===== src/hw/rtl/aocc_pkg.sv =====
// ----------------------------------------------------------------------------
// aocc_pkg
// Shared types and constants for the accelerometer offset calibration block.
// ----------------------------------------------------------------------------
`timescale 1ns / 1ps

package aocc_pkg;

   // log2 of the number of calibration samples averaged into one offset
   localparam int CAL_COUNT_LOG2 = 7;

   // raw axis width and running sum width (wide enough for the full count)
   localparam int AXIS_W = 16;
   localparam int SUM_W  = AXIS_W + CAL_COUNT_LOG2;

   // bias added to negative sums so that the shift truncates toward zero
   localparam logic [SUM_W-1:0] CAL_DIV_BIAS = SUM_W'((1 << CAL_COUNT_LOG2) - 1);

   // count value reached on the final calibration sample of a run
   localparam logic [CAL_COUNT_LOG2-1:0] CAL_COUNT_LAST = '1;

   // operation codes carried in the request tuser
   localparam logic OP_MEASURE   = 1'b0;
   localparam logic OP_CALIBRATE = 1'b1;

   // record tag bytes
   localparam logic [7:0] TAG_SENSOR0 = 8'h4D;  // 'M'
   localparam logic [7:0] TAG_SENSOR1 = 8'h41;  // 'A'

   // record layout
   localparam int               REC_BYTES = 7;
   localparam logic [2:0]       REC_LAST  = 3'(REC_BYTES - 1);

   // saturation limits
   localparam logic [AXIS_W-1:0] SAT_MAX = 16'h7FFF;
   localparam logic [AXIS_W-1:0] SAT_MIN = 16'h8000;

   // per-transaction control sent to each axis lane
   typedef struct packed {
      logic meas;      // measurement transaction accepted
      logic cal;       // calibration transaction accepted
      logic cal_done;  // this calibration transaction completes the run
      logic sensor;    // sensor select
   } lane_ctrl_type;

endpackage


===== src/hw/rtl/aocc_lane.sv =====
// ----------------------------------------------------------------------------
// aocc_lane
// One axis lane: holds the running sums and offsets of both sensors for its
// axis, updates them on calibration and registers the corrected value.
// ----------------------------------------------------------------------------
`timescale 1ns / 1ps

module aocc_lane (
   input  logic                         clock,
   input  logic                         reset,
   input  aocc_pkg::lane_ctrl_type      ctrl,
   input  logic [aocc_pkg::AXIS_W-1:0]  value,
   output logic [aocc_pkg::AXIS_W-1:0]  corrected
);
   import aocc_pkg::*;

   logic [SUM_W-1:0]  sum_ff    [2];
   logic [AXIS_W-1:0] offset_ff [2];
   logic [AXIS_W-1:0] corr_ff;
   logic [AXIS_W-1:0] corr_in;

   logic [SUM_W-1:0]  sum_ext;
   logic [SUM_W-1:0]  sum_new;
   logic [SUM_W-1:0]  sum_biased;
   logic [AXIS_W-1:0] offset_new;
   logic [AXIS_W:0]   diff;

   // accumulate and form the average, truncating toward zero
   always_comb begin
      sum_ext    = {{CAL_COUNT_LOG2{value[AXIS_W-1]}}, value};
      sum_new    = sum_ff[ctrl.sensor] + sum_ext;
      sum_biased = sum_new + (sum_new[SUM_W-1] ? CAL_DIV_BIAS : '0);
      offset_new = sum_biased[SUM_W-1:CAL_COUNT_LOG2];
   end

   // subtract the offset and saturate to 16 bits
   always_comb begin
      diff = {value[AXIS_W-1], value}
           - {offset_ff[ctrl.sensor][AXIS_W-1], offset_ff[ctrl.sensor]};
      if (diff[AXIS_W] != diff[AXIS_W-1]) begin
         corr_in = diff[AXIS_W] ? SAT_MIN : SAT_MAX;
      end else begin
         corr_in = diff[AXIS_W-1:0];
      end
   end

   // update calibration state
   always_ff @(posedge clock) begin
      if (reset) begin
         sum_ff[0]    <= '0;
         sum_ff[1]    <= '0;
         offset_ff[0] <= '0;
         offset_ff[1] <= '0;
      end else if (ctrl.cal) begin
         if (ctrl.cal_done) begin
            sum_ff[ctrl.sensor]    <= '0;
            offset_ff[ctrl.sensor] <= offset_new;
         end else begin
            sum_ff[ctrl.sensor] <= sum_new;
         end
      end
   end

   // hold the corrected value for the serialiser
   always_ff @(posedge clock) begin
      if (ctrl.meas) begin
         corr_ff <= corr_in;
      end
   end

   assign corrected = corr_ff;

endmodule


===== src/hw/rtl/aocc_serializer.sv =====
// ----------------------------------------------------------------------------
// aocc_serializer
// Merging stage: packs the tag and the three lane results into a 7-byte
// record and shifts it out one byte per transaction.
// ----------------------------------------------------------------------------
`timescale 1ns / 1ps

module aocc_serializer (
   input  logic                        clock,
   input  logic                        reset,
   input  logic                        in_valid,
   output logic                        in_ready,
   input  logic                        in_sensor,
   input  logic [aocc_pkg::AXIS_W-1:0] in_x,
   input  logic [aocc_pkg::AXIS_W-1:0] in_y,
   input  logic [aocc_pkg::AXIS_W-1:0] in_z,
   output logic                        out_valid,
   input  logic                        out_ready,
   output logic [7:0]                  out_byte,
   output logic                        out_last
);
   import aocc_pkg::*;

   logic [7:0] rec_ff [REC_BYTES];
   logic [7:0] rec_in [REC_BYTES];
   logic       busy_ff;
   logic       busy_in;
   logic [2:0] idx_ff;
   logic [2:0] idx_in;
   logic       take;
   logic       load;
   logic       is_last;

   assign is_last   = (idx_ff == REC_LAST);
   assign take      = busy_ff && out_ready;
   assign in_ready  = !busy_ff || (out_ready && is_last);
   assign load      = in_valid && in_ready;
   assign out_valid = busy_ff;
   assign out_byte  = rec_ff[0];
   assign out_last  = is_last;

   // load a new record or advance the shift line
   always_comb begin
      busy_in = busy_ff;
      idx_in  = idx_ff;
      for (int i = 0; i < REC_BYTES; i++) begin
         rec_in[i] = rec_ff[i];
      end
      if (load) begin
         busy_in   = 1'b1;
         idx_in    = '0;
         rec_in[0] = in_sensor ? TAG_SENSOR1 : TAG_SENSOR0;
         rec_in[1] = in_x[7:0];
         rec_in[2] = in_x[15:8];
         rec_in[3] = in_y[7:0];
         rec_in[4] = in_y[15:8];
         rec_in[5] = in_z[7:0];
         rec_in[6] = in_z[15:8];
      end else if (take) begin
         if (is_last) begin
            busy_in = 1'b0;
         end else begin
            idx_in = idx_ff + 3'd1;
            for (int i = 0; i < REC_BYTES - 1; i++) begin
               rec_in[i] = rec_ff[i+1];
            end
         end
      end
   end

   always_ff @(posedge clock) begin
      if (reset) begin
         busy_ff <= 1'b0;
         idx_ff  <= '0;
      end else begin
         busy_ff <= busy_in;
         idx_ff  <= idx_in;
      end
   end

   always_ff @(posedge clock) begin
      for (int i = 0; i < REC_BYTES; i++) begin
         rec_ff[i] <= rec_in[i];
      end
   end

endmodule


===== src/hw/rtl/accel_offset_calibrate_correct_core.sv =====
// ----------------------------------------------------------------------------
// accel_offset_calibrate_correct_core
// Offset calibration and correction for two three-axis accelerometers.
// ----------------------------------------------------------------------------
// Each request transaction carries one sample; sensor 1 samples are remapped
// (x = -y, y = -x, z = -z). A calibration sample adds to that sensor's sums
// in three axis lanes; every 128th one replaces the sensor's offsets by the
// averages. A measurement sample is corrected in the lanes in its accept
// cycle and leaves as seven response transactions, one byte per cycle while
// rsp_tready is high: tag 'M' or 'A', then x, y, z low byte first, tlast on
// the seventh. The lanes and a staging register hold the corrected values
// until the serialiser loads its record register; a new request is taken
// into the staging register while the previous record is still being sent.
`timescale 1ns / 1ps

module accel_offset_calibrate_correct_core (
   input  logic        clock,
   input  logic        reset,
   input  logic        req_tvalid,
   output logic        req_tready,
   input  logic [47:0] req_tdata,   // x_raw, y_raw, z_raw
   input  logic [1:0]  req_tuser,   // operation, sensor
   output logic        rsp_tvalid,
   input  logic        rsp_tready,
   output logic [7:0]  rsp_tdata,   // out_byte
   output logic        rsp_tlast
);
   import aocc_pkg::*;

   logic                      req_take;
   logic                      op;
   logic                      sensor;
   logic [AXIS_W-1:0]         x_raw;
   logic [AXIS_W-1:0]         y_raw;
   logic [AXIS_W-1:0]         z_raw;
   logic [AXIS_W-1:0]         axis_val [3];
   logic [AXIS_W-1:0]         axis_corr [3];
   lane_ctrl_type             lane_ctrl;
   logic [CAL_COUNT_LOG2-1:0] cnt_ff [2];
   logic                      stg_valid_ff;
   logic                      stg_valid_in;
   logic                      stg_sensor_ff;
   logic                      ser_ready;

   // unpack the request
   assign op       = req_tuser[0];
   assign sensor   = req_tuser[1];
   assign x_raw    = req_tdata[15:0];
   assign y_raw    = req_tdata[31:16];
   assign z_raw    = req_tdata[47:32];
   assign req_tready = !stg_valid_ff || ser_ready;
   assign req_take   = req_tvalid && req_tready;

   // remap sensor 1 axes, negation wraps in 16 bits
   always_comb begin
      if (sensor) begin
         axis_val[0] = -y_raw;
         axis_val[1] = -x_raw;
         axis_val[2] = -z_raw;
      end else begin
         axis_val[0] = x_raw;
         axis_val[1] = y_raw;
         axis_val[2] = z_raw;
      end
   end

   // lane control
   always_comb begin
      lane_ctrl.meas     = req_take && (op == OP_MEASURE);
      lane_ctrl.cal      = req_take && (op == OP_CALIBRATE);
      lane_ctrl.cal_done = (cnt_ff[sensor] == CAL_COUNT_LAST);
      lane_ctrl.sensor   = sensor;
   end

   // count calibration samples per sensor, wrapping at the end of a run
   always_ff @(posedge clock) begin
      if (reset) begin
         cnt_ff[0] <= '0;
         cnt_ff[1] <= '0;
      end else if (lane_ctrl.cal) begin
         cnt_ff[sensor] <= cnt_ff[sensor] + 1'b1;
      end
   end

   // axis lanes
   for (genvar a = 0; a < 3; a++) begin : g_lane
      aocc_lane u_lane (
         .clock     (clock),
         .reset     (reset),
         .ctrl      (lane_ctrl),
         .value     (axis_val[a]),
         .corrected (axis_corr[a])
      );
   end

   // hold a corrected measurement until the serialiser takes it
   always_comb begin
      stg_valid_in = stg_valid_ff;
      if (lane_ctrl.meas) begin
         stg_valid_in = 1'b1;
      end else if (ser_ready) begin
         stg_valid_in = 1'b0;
      end
   end

   always_ff @(posedge clock) begin
      if (reset) begin
         stg_valid_ff <= 1'b0;
      end else begin
         stg_valid_ff <= stg_valid_in;
      end
   end

   always_ff @(posedge clock) begin
      if (lane_ctrl.meas) begin
         stg_sensor_ff <= sensor;
      end
   end

   // merge lane results into byte records
   aocc_serializer u_ser (
      .clock     (clock),
      .reset     (reset),
      .in_valid  (stg_valid_ff),
      .in_ready  (ser_ready),
      .in_sensor (stg_sensor_ff),
      .in_x      (axis_corr[0]),
      .in_y      (axis_corr[1]),
      .in_z      (axis_corr[2]),
      .out_valid (rsp_tvalid),
      .out_ready (rsp_tready),
      .out_byte  (rsp_tdata),
      .out_last  (rsp_tlast)
   );

endmodule


===== config.mk =====
export PLATFORM = sky130hd
export DESIGN_NAME = accel_offset_calibrate_correct_core
export DESIGN_NICKNAME = d
export VERILOG_FILES = /design/src/hw/rtl/aocc_pkg.sv /design/src/hw/rtl/aocc_lane.sv /design/src/hw/rtl/aocc_serializer.sv /design/src/hw/rtl/accel_offset_calibrate_correct_core.sv
export SDC_FILE = /design/constraint.sdc
export NUM_CORES = 1
export LEC_CHECK = 0
export BUFFER_PORTS_ARGS = -buffer_cell sky130_fd_sc_hd__buf_2
export CAP_MARGIN = 20
export CORE_MARGIN = 10
export CORE_UTILIZATION = 50
export CTS_BUF_LIST = sky130_fd_sc_hd__clkbuf_16
export DETAILED_ROUTE_END_ITERATION = 10
export PLACE_DENSITY = 0.69
export SLEW_MARGIN = 30
export SYNTH_ARGS = -nofsm -noshare
export SYNTH_HDL_FRONTEND = slang
export SYNTH_HIERARCHICAL = 1
export SYNTH_SLANG_ARGS = --single-unit

===== constraint.sdc =====
create_clock -name clock -period 16.5 [get_ports clock]
set_input_delay 1.65 -clock clock [delete_from_list [all_inputs] [get_ports clock]]
set_output_delay 1.65 -clock clock [all_outputs]
set_load 0.02 [all_outputs]

==> impl_results.md <==
* Setup Fix Bufs, Post-CTS at 0
* Antenna Diode Count at 0
* Initial DRC Count at 1331
* Status: completed
* Top_reg_cell synth: edfxtp_1
* Int Pwr at 1.92 mW
* Via density per instance at 6.05
* WL/cell at 20.5 um
* GRT Total Usage at 20.3%
* Min-Delay Path Class: flop to flop
* Beginning of the worst hold path: g_lane[2].u_lane/corrected[9]$_DFFE_PP_
* Worst slack at placement at 8.15 ns
* Reg area at 10600 um2
* Yosys warning count at 6
* Top Ports at 65
* Crit. End Element: flop
* Final Setup Violations at 0
* Dpl hpwl at 43.2 mm
* RSZ-0062 raised after global routing: no
* Hold EP: u_ser/rec_ff[6][1]$_DFFE_PP_
* Die area at 56500 um2
* Routed vias at 17.5k
* Initial Utilization at 50.7%
* H-tree levels at 2
* Unique masters post-synth at 117
* Core area at 46800 um2
* Largest net degree at the start of global routing at 87
* Register area share after synthesis at 44.9%
* Final worst-path cycle share at 47.6%
* Max VDD drop at 0.0781 mV
* First drt pass iteration count at 7
* # DRC at 0
* Maximum clock path buffer count at 3
* Most frequent cells in the layout: 347 x edfxtp_1, 309 x nor2_1, 136 x a21oi_1, 123 x ha_1, 106 x xnor2_1
* Fin crit period at 7.85 ns
* Commonest non-fill, non-tap cell in the layout: edfxtp_1
* Hold Fails Final Rpt at 0
* CTS tree: yes
* Power Density at 110 nW/um2
* Syn Inst Count at 2226
* Max Transition Viols Final at 0
* Fill cells at 4049
* Die Width at 238 um
* R2R Path End: g_lane[1].u_lane/offset_ff[0][15]$_SDFFCE_PN0P_
* Antenna-violating nets left at 0
* Gr ovfl total at 0
* #FFs+latches synth at 358
* Worst reg2reg path depth at 15
* CP startpoint kind: primary input
* Final Net Count at 2437
* Cells after DPL at 2818
* Sw frac at 32.3%
* Final std cells w/o fill at 2892
* EDFF count, synth at 347
* Clock power share at 32.4%
* Die Span Y at 238 um
* P_sw at 917 uW
* TritonCTS buffer count at 41
* Hold buffer count at CTS at 0
* Placement Rows at 79
* Syn Area/Cell at 10.7 um2
* Worst-case clock skew at 0.0233 ns
* Worst-path fanout max at 86
* R2R setup slack at 11.40 ns
* P_leak at 9.96 nW
* Combinational Power Share at 29.2%
* First-pass GRT wire length at 91.6 mm
* Req. time, crit path at 16.82 ns
* Slew of the pin with the lowest slew margin at 0.952 ns
* Clock-pin transition on the worst setup and hold timing paths at 0.06 ns
* Setup slack after layout at 8.65 ns
* Post-synthesis cell area at 23700 um2
* WHS Path Cells at 0
* Sink Count at 358
* # resized after CTS at 0
* Max cap viols at 0
* CTS root buf: clkbuf_16
* Layout cells sized above 1 at 14.8%
* Number of global-route vias before repair at 16.7k
* FF-to-FF Start: g_lane[1].u_lane/sum_ff[1][10]$_SDFFCE_PN0P_
* WS Path Type: primary input to flop
* Worst rel slew slack at 36.2%
* Final Routed Wirelength at 59.3 mm
* Net Count, Synth at 2409
* Max Clock Freq at 0.127 GHz
* Seq pwr share at 38.4%
* Area of the multi-input gates at 12300 um2
* Share of flip-flops with an asynchronous set or reset at 0%
* TNS Setup at 0 ns
* GP Congestion at 0.896
* Skew-Pair Late Insertion Delay at 0.57 ns
* I/O Buffers at 64
* Antenna violations before repair at 1
* Crit path DAT at 8.17 ns
* P&R area growth vs syn at 8.78%
## cells in the mapped netlist (all sizes together), types with 14 or more instances
| cell type | n | share of area [%] |
|---|---|---|
| mux2i | 64 | 2.7 |
| a31oi | 19 | 0.63 |
| inv | 79 | 1.3 |
| nand3 | 57 | 1.2 |
| xnor2 | 107 | 4.0 |
| edfxtp | 347 | 44 |
| xor2 | 62 | 2.3 |
| ha | 123 | 6.5 |
| a22o | 42 | 1.6 |
| or2 | 25 | 0.66 |
| buf | 33 | 1.0 |
| nor2b | 26 | 0.69 |
| mux2 | 104 | 5.0 |
| clkbuf | 54 | 1.0 |
| nor2 | 310 | 4.9 |
| a21oi | 139 | 2.9 |
| or3 | 28 | 0.78 |
| nand2b | 34 | 0.91 |
| a21o | 30 | 0.95 |
| o211ai | 27 | 0.91 |
| nor4 | 24 | 0.97 |
| o31ai | 14 | 0.46 |
| nor3 | 48 | 1.1 |
| nand4 | 21 | 0.64 |
| a211oi | 18 | 0.59 |
| o21a | 17 | 0.54 |
| nand2 | 100 | 1.6 |
| o21ai | 80 | 1.7 |
## through the flow
step	total power [mW]	hold WS (ns)	cell area [um2]	utilization, %
2_1_floorplan	1.72	0.400	23700	-
3_3_place_gp	1.90	0.401	24400	52.2
3_5_place_dp	1.92	0.405	24400	52.2
4_1_cts	2.85	0.428	25800	55.2
5_1_grt	2.97	0.433	25800	55.2
6_report	2.84	0.423	25800	55.2
## cells by family after synthesis
logic type,after synthesis,synth area share (%)
buffers and inverters,167,3.33
AO/OA/AOI/OAI,487,14.5
AND/OR/NAND/NOR,747,16.3
adder cells (fa/ha/maj),130,7.04
flip-flops,358,44.9
XOR/XNOR,169,6.24
multiplexers,168,7.73
## worst max-delay path by stage
stage,from,endpoint,slack [ns],cells past startpoint
6_report,req_tuser[1],g_lane[1].u_lane/offset_ff[0][15]$_SDFFCE_PN0P_,8.65,17
5_1_grt,req_tuser[1],g_lane[1].u_lane/offset_ff[0][15]$_SDFFCE_PN0P_,8.27,17
4_1_cts,req_tuser[1],g_lane[1].u_lane/offset_ff[0][15]$_SDFFCE_PN0P_,8.73,17
3_5_place_dp,req_tuser[1],g_lane[1].u_lane/offset_ff[0][15]$_SDFFCE_PN0P_,8.15,17
3_3_place_gp,req_tuser[1],g_lane[1].u_lane/offset_ff[1][15]$_SDFFCE_PN0P_,8.40,17
2_1_floorplan,req_tdata[11],g_lane[1].u_lane/offset_ff[0][15]$_SDFFCE_PN0P_,9.93,18
## area by class of cell
class / instances / area share (%)
multi-input combinational: 1701 / 47.8
sequential: 358 / 41.2
clock buffer: 43 / 4.17
tap: 607 / 2.94
timing repair buffer: 72 / 1.59
inverter: 80 / 1.18
clock inverter: 31 / 1.09
## power by group through the flow
stage | Combinational [mW] | Sequential, mW | Clock (mW)
after floorplan | 0.614 | 1.11 | 0
after global placement | 0.796 | 1.11 | 0
after global routing | 0.905 | 1.09 | 0.974
after detailed placement | 0.815 | 1.11 | 0
final | 0.829 | 1.09 | 0.919
after CTS | 0.821 | 1.09 | 0.938
## sequential cells by signal, summed over array words and instances, names as in the netlist
| name | count |
|---|---|
| stg_valid_ff | 1 |
| u_ser/idx_ff | 3 |
| g_lane.u_lane/sum_ff | 138 |
| g_lane.u_lane/offset_ff | 96 |
| g_lane.u_lane/corrected | 48 |
| cnt_ff | 14 |
| u_ser/out_valid | 1 |
| stg_sensor_ff | 1 |
| u_ser/rec_ff | 56 |
## critical path: stages
cell and delay, ns:
clkbuf_8 0.59, buf_4 0.85, nand4_1 0.22, nand3_1 0.59, ha_1 0.46, and4_1 0.26, and2_1 0.19, a221oi_1 0.53
o21ai_1 0.17, xnor2_1 0.36, inv_1 0.17, ha_1 0.31, a211oi_1 0.09, nor4_4 0.67, nand4_4 0.24, nor4_4 0.33
mux2_4 0.33
## metal layers
layer  GRT usage (%)  routed length (um)  vias up
met2            33.6               27800      481
met5               0                  13        -
met4            6.47                1650        2
met3            3.89                3530       99
met1            26.3               26300     8508
li1                -                   -     8404
(Power assumes the default switching activity.)
